## src/hw/rtl/bvs_pkg.sv

```systemverilog
// Shared types and constants for the bus voltage supervisor.
`default_nettype none

package bvs_pkg;

   // Fixed field widths of the ports and configuration registers.
   localparam int SAMPLE_PORT_BITS = 12;
   localparam int LEVEL_BITS       = 12;
   localparam int ALPHA_BITS       = 16;
   localparam int THRESH_BITS      = 12;
   localparam int LIMIT_BITS       = 14;
   localparam int CSR_INDEX_BITS   = 3;
   localparam int CSR_DATA_BITS    = 16;

   // Configuration register indexes.
   localparam logic [CSR_INDEX_BITS-1:0] CSR_FILTER_ALPHA    = 3'd0;
   localparam logic [CSR_INDEX_BITS-1:0] CSR_OVER_THRESHOLD  = 3'd1;
   localparam logic [CSR_INDEX_BITS-1:0] CSR_UNDER_THRESHOLD = 3'd2;
   localparam logic [CSR_INDEX_BITS-1:0] CSR_OVER_LIMIT      = 3'd3;
   localparam logic [CSR_INDEX_BITS-1:0] CSR_UNDER_LIMIT     = 3'd4;

   // Reset values of the configuration registers.
   localparam logic [ALPHA_BITS-1:0]  RESET_FILTER_ALPHA    = 16'd3277;
   localparam logic [THRESH_BITS-1:0] RESET_OVER_THRESHOLD  = 12'd4095;
   localparam logic [THRESH_BITS-1:0] RESET_UNDER_THRESHOLD = 12'd0;
   localparam logic [LIMIT_BITS-1:0]  RESET_OVER_LIMIT      = 14'd10000;
   localparam logic [LIMIT_BITS-1:0]  RESET_UNDER_LIMIT     = 14'd2000;

   // Current configuration as seen by the datapath.
   typedef struct packed {
      logic [ALPHA_BITS-1:0]  filter_alpha;
      logic [THRESH_BITS-1:0] over_threshold;
      logic [THRESH_BITS-1:0] under_threshold;
      logic [LIMIT_BITS-1:0]  over_limit;
      logic [LIMIT_BITS-1:0]  under_limit;
   } cfg_type;

   // Threshold conditions of the freshly filtered value.
   typedef struct packed {
      logic over;
      logic under;
   } cond_type;

endpackage

`default_nettype wire

```

## src/hw/rtl/bvs_csr.sv

```systemverilog
// Configuration register file of the bus voltage supervisor.
`default_nettype none

module bvs_csr (
   input  wire logic                                 clock,
   input  wire logic                                 reset,
   input  wire logic                                 csr_wen,
   input  wire logic [bvs_pkg::CSR_INDEX_BITS-1:0]   csr_index,
   input  wire logic [bvs_pkg::CSR_DATA_BITS-1:0]    csr_wdata,
   output bvs_pkg::cfg_type                          cfg
);

   bvs_pkg::cfg_type cfg_ff;
   bvs_pkg::cfg_type cfg_in;

   // Decode the write; an index past the last register leaves everything alone.
   always_comb begin
      cfg_in = cfg_ff;
      if (csr_wen) begin
         unique case (csr_index)
            bvs_pkg::CSR_FILTER_ALPHA: begin
               cfg_in.filter_alpha = csr_wdata[bvs_pkg::ALPHA_BITS-1:0];
            end
            bvs_pkg::CSR_OVER_THRESHOLD: begin
               cfg_in.over_threshold = csr_wdata[bvs_pkg::THRESH_BITS-1:0];
            end
            bvs_pkg::CSR_UNDER_THRESHOLD: begin
               cfg_in.under_threshold = csr_wdata[bvs_pkg::THRESH_BITS-1:0];
            end
            bvs_pkg::CSR_OVER_LIMIT: begin
               cfg_in.over_limit = csr_wdata[bvs_pkg::LIMIT_BITS-1:0];
            end
            bvs_pkg::CSR_UNDER_LIMIT: begin
               cfg_in.under_limit = csr_wdata[bvs_pkg::LIMIT_BITS-1:0];
            end
            default: begin
               cfg_in = cfg_ff;
            end
         endcase
      end
   end

   // Register bank with its documented reset values.
   always_ff @(posedge clock) begin
      if (reset) begin
         cfg_ff.filter_alpha    <= bvs_pkg::RESET_FILTER_ALPHA;
         cfg_ff.over_threshold  <= bvs_pkg::RESET_OVER_THRESHOLD;
         cfg_ff.under_threshold <= bvs_pkg::RESET_UNDER_THRESHOLD;
         cfg_ff.over_limit      <= bvs_pkg::RESET_OVER_LIMIT;
         cfg_ff.under_limit     <= bvs_pkg::RESET_UNDER_LIMIT;
      end else begin
         cfg_ff <= cfg_in;
      end
   end

   assign cfg = cfg_ff;

endmodule

`default_nettype wire

```

## src/hw/rtl/bvs_filter.sv

```systemverilog
// First-order low-pass filter with threshold compares.
`default_nettype none

module bvs_filter #(
   parameter int SAMPLE_BITS   = 12,
   parameter int FRACTION_BITS = 16
) (
   input  wire logic                                  clock,
   input  wire logic                                  reset,
   input  wire logic                                  enable,
   input  wire logic [bvs_pkg::SAMPLE_PORT_BITS-1:0]  sample,
   input  bvs_pkg::cfg_type                           cfg,
   output bvs_pkg::cond_type                          cond,
   output logic [bvs_pkg::LEVEL_BITS-1:0]             level
);

   localparam int FILT_BITS = SAMPLE_BITS + FRACTION_BITS;
   localparam int PROD_BITS = FILT_BITS + bvs_pkg::ALPHA_BITS;
   localparam int INT_BITS  = (SAMPLE_BITS > bvs_pkg::THRESH_BITS) ?
                              SAMPLE_BITS : bvs_pkg::THRESH_BITS;
   localparam int CMP_BITS  = INT_BITS + FRACTION_BITS;
   localparam int OUT_BITS  = (SAMPLE_BITS > bvs_pkg::LEVEL_BITS) ?
                              SAMPLE_BITS : bvs_pkg::LEVEL_BITS;

   logic [FILT_BITS-1:0] filt_ff;
   logic [FILT_BITS-1:0] filt_in;
   logic [FILT_BITS-1:0] target;
   logic                 rising;
   logic [FILT_BITS-1:0] diff;
   logic [PROD_BITS-1:0] prod;
   logic [FILT_BITS-1:0] step;
   logic [FILT_BITS:0]   sum;
   logic [CMP_BITS-1:0]  filt_cmp;
   logic [CMP_BITS-1:0]  over_cmp;
   logic [CMP_BITS-1:0]  under_cmp;
   logic [OUT_BITS-1:0]  level_wide;

   // Distance to the sample, taken as a magnitude with its direction.
   assign target = {SAMPLE_BITS'(sample), {FRACTION_BITS{1'b0}}};
   assign rising = (target >= filt_ff);
   assign diff   = rising ? (target - filt_ff) : (filt_ff - target);

   // Scale by alpha; dropping the low bits truncates toward zero.
   assign prod = PROD_BITS'(cfg.filter_alpha) * PROD_BITS'(diff);
   assign step = prod[PROD_BITS-1:bvs_pkg::ALPHA_BITS];

   // Move toward the sample, saturating at full scale.
   assign sum = {1'b0, filt_ff} + {1'b0, step};
   always_comb begin
      if (rising) begin
         filt_in = sum[FILT_BITS] ? {FILT_BITS{1'b1}} : sum[FILT_BITS-1:0];
      end else begin
         filt_in = filt_ff - step;
      end
   end

   always_ff @(posedge clock) begin
      if (reset) begin
         filt_ff <= '0;
      end else if (enable) begin
         filt_ff <= filt_in;
      end
   end

   // Compare the updated value against thresholds in converter codes.
   assign filt_cmp   = CMP_BITS'(filt_in);
   assign over_cmp   = CMP_BITS'({cfg.over_threshold, {FRACTION_BITS{1'b0}}});
   assign under_cmp  = CMP_BITS'({cfg.under_threshold, {FRACTION_BITS{1'b0}}});
   assign cond.over  = (filt_cmp > over_cmp);
   assign cond.under = (filt_cmp < under_cmp);

   // Integer part of the updated value.
   assign level_wide = OUT_BITS'(filt_in[FILT_BITS-1:FRACTION_BITS]);
   assign level      = level_wide[bvs_pkg::LEVEL_BITS-1:0];

endmodule

`default_nettype wire

```

## src/hw/rtl/bvs_counter.sv

```systemverilog
// Consecutive-tick counter that pulses a fault at its limit.
`default_nettype none

module bvs_counter #(
   parameter int COUNT_BITS = 14
) (
   input  wire logic                             clock,
   input  wire logic                             reset,
   input  wire logic                             enable,
   input  wire logic                             cond,
   input  wire logic [bvs_pkg::LIMIT_BITS-1:0]   limit,
   output logic                                  fault
);

   localparam int CMP_BITS = (COUNT_BITS > bvs_pkg::LIMIT_BITS) ?
                             COUNT_BITS : bvs_pkg::LIMIT_BITS;

   logic [COUNT_BITS-1:0] count_ff;
   logic [COUNT_BITS-1:0] count_in;
   logic [COUNT_BITS-1:0] count_inc;
   logic                  hit;

   // Saturating increment, then check against the limit.
   assign count_inc = (count_ff == {COUNT_BITS{1'b1}}) ? count_ff : count_ff + 1'b1;
   assign hit       = (CMP_BITS'(count_inc) >= CMP_BITS'(limit));

   // An absent condition or a reached limit clears the counter.
   always_comb begin
      priority if (!cond) begin
         count_in = '0;
      end else if (hit) begin
         count_in = '0;
      end else begin
         count_in = count_inc;
      end
   end

   always_ff @(posedge clock) begin
      if (reset) begin
         count_ff <= '0;
      end else if (enable) begin
         count_ff <= count_in;
      end
   end

   assign fault = enable && cond && hit;

endmodule

`default_nettype wire

```

## src/hw/rtl/bus_voltage_supervisor.sv

```systemverilog
// Top level of the bus voltage supervisor: handshake stages and datapath.
//
// The supervisor takes one bus voltage sample word per cycle unless stalled and
// returns one result word per sample: the integer part of the low-pass filtered
// level and two one-tick fault flags. A word passes the input register, then the
// result register that drives the result port; a result-channel stall holds it
// in the input register. The filter multiply-accumulate and both tick counters
// close their feedback through one register each, setting the sustained rate of
// one word per cycle. Fault counters advance only for motor_active words.
// After reset alpha is 3277 (about 0.05), the over threshold 4095, the under
// threshold 0, the over limit 10000 and the under limit 2000 ticks.
// Configuration writes are meant for times when no word is in flight.
`default_nettype none

module bus_voltage_supervisor #(
   parameter int SAMPLE_BITS   = 12,
   parameter int FRACTION_BITS = 16,
   parameter int COUNT_BITS    = 14
) (
   input  wire logic                                  clock,
   input  wire logic                                  reset,
   // Configuration port
   input  wire logic                                  csr_wen,
   input  wire logic [bvs_pkg::CSR_INDEX_BITS-1:0]    csr_index,
   input  wire logic [bvs_pkg::CSR_DATA_BITS-1:0]     csr_wdata,
   // Sample channel
   input  wire logic                                  req_valid,
   output logic                                       req_stall,
   input  wire logic [bvs_pkg::SAMPLE_PORT_BITS-1:0]  req_vbus_sample,
   input  wire logic                                  req_motor_active,
   // Result channel
   output logic                                       rsp_valid,
   input  wire logic                                  rsp_stall,
   output logic [bvs_pkg::LEVEL_BITS-1:0]             rsp_filtered_level,
   output logic                                       rsp_overvoltage_fault,
   output logic                                       rsp_undervoltage_fault
);

   bvs_pkg::cfg_type  cfg;
   bvs_pkg::cond_type cond;

   logic                                  in_valid_ff;
   logic                                  in_valid_in;
   logic [bvs_pkg::SAMPLE_PORT_BITS-1:0]  in_sample_ff;
   logic                                  in_active_ff;
   logic                                  req_accept;
   logic                                  out_load;

   logic                                  rsp_valid_ff;
   logic                                  rsp_valid_in;
   logic [bvs_pkg::LEVEL_BITS-1:0]        rsp_level_ff;
   logic                                  rsp_over_ff;
   logic                                  rsp_under_ff;

   logic [bvs_pkg::LEVEL_BITS-1:0]        level;
   logic                                  count_enable;
   logic                                  over_fault;
   logic                                  under_fault;

   // Configuration registers.
   bvs_csr u_csr (
      .clock     (clock),
      .reset     (reset),
      .csr_wen   (csr_wen),
      .csr_index (csr_index),
      .csr_wdata (csr_wdata),
      .cfg       (cfg)
   );

   // Handshake: the result register frees up when it is empty or being taken.
   assign out_load     = in_valid_ff && (!rsp_valid_ff || !rsp_stall);
   assign req_stall    = in_valid_ff && !out_load;
   assign req_accept   = req_valid && !req_stall;
   assign in_valid_in  = req_accept || (in_valid_ff && !out_load);
   assign rsp_valid_in = out_load || (rsp_valid_ff && rsp_stall);

   // Input register.
   always_ff @(posedge clock) begin
      if (reset) begin
         in_valid_ff <= 1'b0;
      end else begin
         in_valid_ff <= in_valid_in;
      end
   end

   always_ff @(posedge clock) begin
      if (req_accept) begin
         in_sample_ff <= req_vbus_sample;
         in_active_ff <= req_motor_active;
      end
   end

   // Filter; its state advances once per word moved to the result register.
   bvs_filter #(
      .SAMPLE_BITS   (SAMPLE_BITS),
      .FRACTION_BITS (FRACTION_BITS)
   ) u_filter (
      .clock  (clock),
      .reset  (reset),
      .enable (out_load),
      .sample (in_sample_ff),
      .cfg    (cfg),
      .cond   (cond),
      .level  (level)
   );

   // Tick counters hold while the motor is inactive.
   assign count_enable = out_load && in_active_ff;

   bvs_counter #(
      .COUNT_BITS (COUNT_BITS)
   ) u_over_counter (
      .clock  (clock),
      .reset  (reset),
      .enable (count_enable),
      .cond   (cond.over),
      .limit  (cfg.over_limit),
      .fault  (over_fault)
   );

   bvs_counter #(
      .COUNT_BITS (COUNT_BITS)
   ) u_under_counter (
      .clock  (clock),
      .reset  (reset),
      .enable (count_enable),
      .cond   (cond.under),
      .limit  (cfg.under_limit),
      .fault  (under_fault)
   );

   // Result register.
   always_ff @(posedge clock) begin
      if (reset) begin
         rsp_valid_ff <= 1'b0;
      end else begin
         rsp_valid_ff <= rsp_valid_in;
      end
   end

   always_ff @(posedge clock) begin
      if (out_load) begin
         rsp_level_ff <= level;
         rsp_over_ff  <= over_fault;
         rsp_under_ff <= under_fault;
      end
   end

   assign rsp_valid              = rsp_valid_ff;
   assign rsp_filtered_level     = rsp_level_ff;
   assign rsp_overvoltage_fault  = rsp_over_ff;
   assign rsp_undervoltage_fault = rsp_under_ff;

`ifndef SYNTH
   // The sample side is only held off while a word waits in the input register.
   a_stall_needs_word: assert property (@(posedge clock) disable iff (reset)
      req_stall |-> in_valid_ff)
      else $error("sample channel stalled with an empty input register");

   // A word moved forward always shows up as a valid result.
   a_load_gives_result: assert property (@(posedge clock) disable iff (reset)
      out_load |=> rsp_valid_ff)
      else $error("loaded word did not reach the result register");

   // A fault from the counters reaches the result word that carries it.
   a_over_fault_path: assert property (@(posedge clock) disable iff (reset)
      (out_load && over_fault) |=> (rsp_valid_ff && rsp_over_ff))
      else $error("overvoltage fault lost on its way to the result");

   // Faults only fire for words taken while the motor is active.
   a_fault_needs_active: assert property (@(posedge clock) disable iff (reset)
      (over_fault || under_fault) |-> (out_load && in_active_ff))
      else $error("fault raised for a word with the motor inactive");
`endif

endmodule

`default_nettype wire
```

## config.mk

```make
export PLATFORM = sky130hd
export DESIGN_NAME = bus_voltage_supervisor
export DESIGN_NICKNAME = d
export VERILOG_FILES = /design/src/hw/rtl/bvs_pkg.sv /design/src/hw/rtl/bvs_csr.sv /design/src/hw/rtl/bvs_filter.sv /design/src/hw/rtl/bvs_counter.sv /design/src/hw/rtl/bus_voltage_supervisor.sv
export SDC_FILE = /design/constraint.sdc
export NUM_CORES = 2
export LEC_CHECK = 0
export BUFFER_PORTS_ARGS = -buffer_cell sky130_fd_sc_hd__buf_2
export CORE_MARGIN = 3
export CORE_UTILIZATION = 56
export DETAILED_ROUTE_END_ITERATION = 8
export PLACE_DENSITY = 0.84
export SLEW_MARGIN = 15
export SYNTH_ARGS = -nofsm -noshare
export SYNTH_HDL_FRONTEND = slang
export SYNTH_HIERARCHICAL = 1
export SYNTH_SLANG_ARGS = --single-unit
```

## constraint.sdc

```tcl
create_clock -name clock -period 13.5 [get_ports clock]
set_input_delay 1.35 -clock clock [delete_from_list [all_inputs] [get_ports clock]]
set_output_delay 1.35 -clock clock [all_outputs]
set_load 0.02 [all_outputs]
```

==> results.txt <==
gr usage total: 0.293
die width: 222 um
Synth Flop Type: dfxtp_1
Slew Viols, Final: 0
root buffer cell: clkbuf_16
via density per instance: 5.89
Detailed Route Iter0 Violations: 2,106
fin area: 29,400 um2
Core Region: 45,800 um2
post-DP HPWL: 57.4 mm
number of synthesized flops with an enable pin: 27
slew margin rel.: 0.210
Slew @ Worst Pin: 1180 ps
vias in the first global route: 22,800
drt drc: 0
routability cong.: 1.02
GRT busiest layer: met2
Post-synth ARST share: 0
Tmin final: 13,160 ps
Die ar.: 49,300 um2
antenna violations before repair: 2
Synth Register Bits: 153
Final setup viols: 0
CP required: 13,910 ps
Worst Path Max Fanout: 8
Congestion Overflow GR: 0
Netlist Area Pre-Place: 26,200 um2
grt met2 use: 0.490
GRT met1 Usage: 0.373
Syn-to-layout area delta: 12.3%
largest net degree at the start of global routing: 83
antenna-violating nets left: 0
CTS tree: built
Port Buffers: 52
CTS buffer count: 17
max_cap viols: 0
fin nets: 3,888
Syn Inst Count: 3,080
post-route clock period utilization: 0.975
per-cell routed wire length: 19.1 um
CP Capture Type: register
Clock Latency Late Sink: 460 ps
I/O pins: 53
layout cells sized above 1: 0.130
Post-DP Area: 28,100 um2
crit path DAT: 13,570 ps
crit-path max cell delay: 590 ps
final-report hold violation count: 0
first-pass GRT wire length: 117 mm
Die Y: 222 um
final wirelength: 73.7 mm
H-Tree Depth: 4
Worst path slowest cell: or4b_4
drt first pass iters: 6
fmax: 0.0760 GHz
Mapped Nets: 3,732
Setup crit start kind: register
Setup Skew: 20.2 ps
CTS sink count: 153
outcome: complete, no violations
Initial Util: 0.571
synthesis warning total: 6
# rows: 78
cell mode on critical path: a21o_1
Avg Inst Size Synth: 8.49 um2
via count: 22,700
Crit Path Category: register to register
Netlist cell types: 94
Worst-path clk slew: 70 ps
hold crit path type: register to register
register area share after synthesis: 0.127
Clock Path Buffers: 2
met3 usage: 0.0455
cell families (layout without fill, tap and decap cells):
family,after synthesis,after routing,share of synthesized area
buffers and inverters,678,846,0.101
xor gates and xnor gates,92,92,0.0308
adders and majority gates,615,615,0.399
muxes,81,81,0.0313
other,0,1,0
AOI/OAI and AO/OA,477,477,0.125
and+or+nand+nor,984,985,0.185
DFF,153,153,0.127
routing by layer:
layer  up-vias  wire (um)
li1      10300          -
met3       224       5920
met4         2       3610
met1     11100      28700
met5         -         11
met2      1083      35500
Yosys cell counts, types with 44 or more instances:
cell | instances | share of area
a21oi_1 | 118 | 0.023
nand2b_1 | 77 | 0.018
o21ai_0 | 76 | 0.015
inv_1 | 524 | 0.075
nand2_1 | 378 | 0.054
a21o_1 | 44 | 0.013
xnor2_1 | 69 | 0.023
fa_1 | 364 | 0.28
ha_1 | 251 | 0.12
nor2_1 | 160 | 0.023
clkbuf_1 | 107 | 0.015
mux2i_1 | 75 | 0.029
and2_1 | 156 | 0.037
dfxtp_1 | 126 | 0.096
stage by stage:
| step | setup TNS, ps | utilization | cells | worst slack (ps) | hold slack, ps |
|---|---|---|---|---|---|
| global route | -3070 | 0.642 | 3849 | -175 | 495 |
| finish | 0 | 0.642 | 3850 | 340 | 477 |
| CTS | 0 | 0.629 | 3819 | 15.8 | 479 |
| global placement | 0 | 0.613 | 3781 | 150 | 460 |
| detailed placement | -221 | 0.613 | 3781 | -63.2 | 465 |
| floorplan | 0 | - | 3080 | 65.8 | 447 |
worst paths after layout:
kind | start | endpoint | slack [ps] | cells after the start
max | u_filter/filt_ff[10] | u_under_counter/count_ff[0] | 340 | 55
min | u_csr/cfg[38] | u_csr/cfg[38] | 480 | 2
max reg2reg | u_filter/filt_ff[10] | u_under_counter/count_ff[0] | 340 | 55
min reg2reg | u_csr/cfg[38] | u_csr/cfg[38] | 480 | 2
layout make-up:
cell class | count | area [um2]
diodes | 1 | 2.50
clock buffers | 19 | 454
clock inverters | 13 | 173
fillers | 3598 | 16400
inverters | 524 | 1970
multi-input cells | 2250 | 20500
flip-flops and latches | 153 | 3330
well taps | 600 | 751
repair buffers | 290 | 2170
worst max-delay path: cells and delay by family, from the launching register on:
family	cells	cell delay, ps
adders and majority gates	9	3760
AOI/OAI and AO/OA	25	4990
buffers and inverters	9	1100
xor gates and xnor gates	1	160
muxes	1	360
DFF	1	310
and+or+nand+nor	10	2400
registers in the layout (all words and copies together) (netlist names):
register and cells:
u_over_counter/count_ff 14, rsp_overvoltage_fault 1, rsp_valid 1, u_under_counter/count_ff 14, in_valid_ff 1, u_filter/filt_ff 28, rsp_filtered_level 12, in_sample_ff 12
rsp_undervoltage_fault 1, u_csr/cfg 68, in_active_ff 1
layout by cell type, fill, tap and decap left out, types with 16 or more instances in the layout:
cell type  netlist  routed
a22o_1          18      18
buf_2           21      52
xor2_1          23      22
nor3_1          32      29
and3_1          17      16
nand2b_1        77      77
nand4_1         33      33
buf_4           14     221
edfxtp_1        27      27
inv_1          524     524
dfxtp_1        126     126
a21oi_1        118     111
nor2_1         160     158
clkbuf_16        0      19
nand3_1         38      37
o21ai_0         76      63
a21o_1          44      44
nor2b_1         25      25
o21a_1          19      18
and2_1         156     154
xnor2_1         69      62
fa_1           364     363
nand2_1        378     377
ha_1           251     249
mux2i_1         75      75
what timing repair did:
item / in CTS / in global routing
hold buffers: 0 / 0
gates resized for setup: 6 / 80
cloned: 0 / 3
pin swaps: 3 / 38
setup buffers: 6 / 27
setup endpoints to repair: 26 / 30
Power is left out: the tool's default activity adds up to more than one toggle a clock period on the data nets, which glitch-free logic cannot reach.
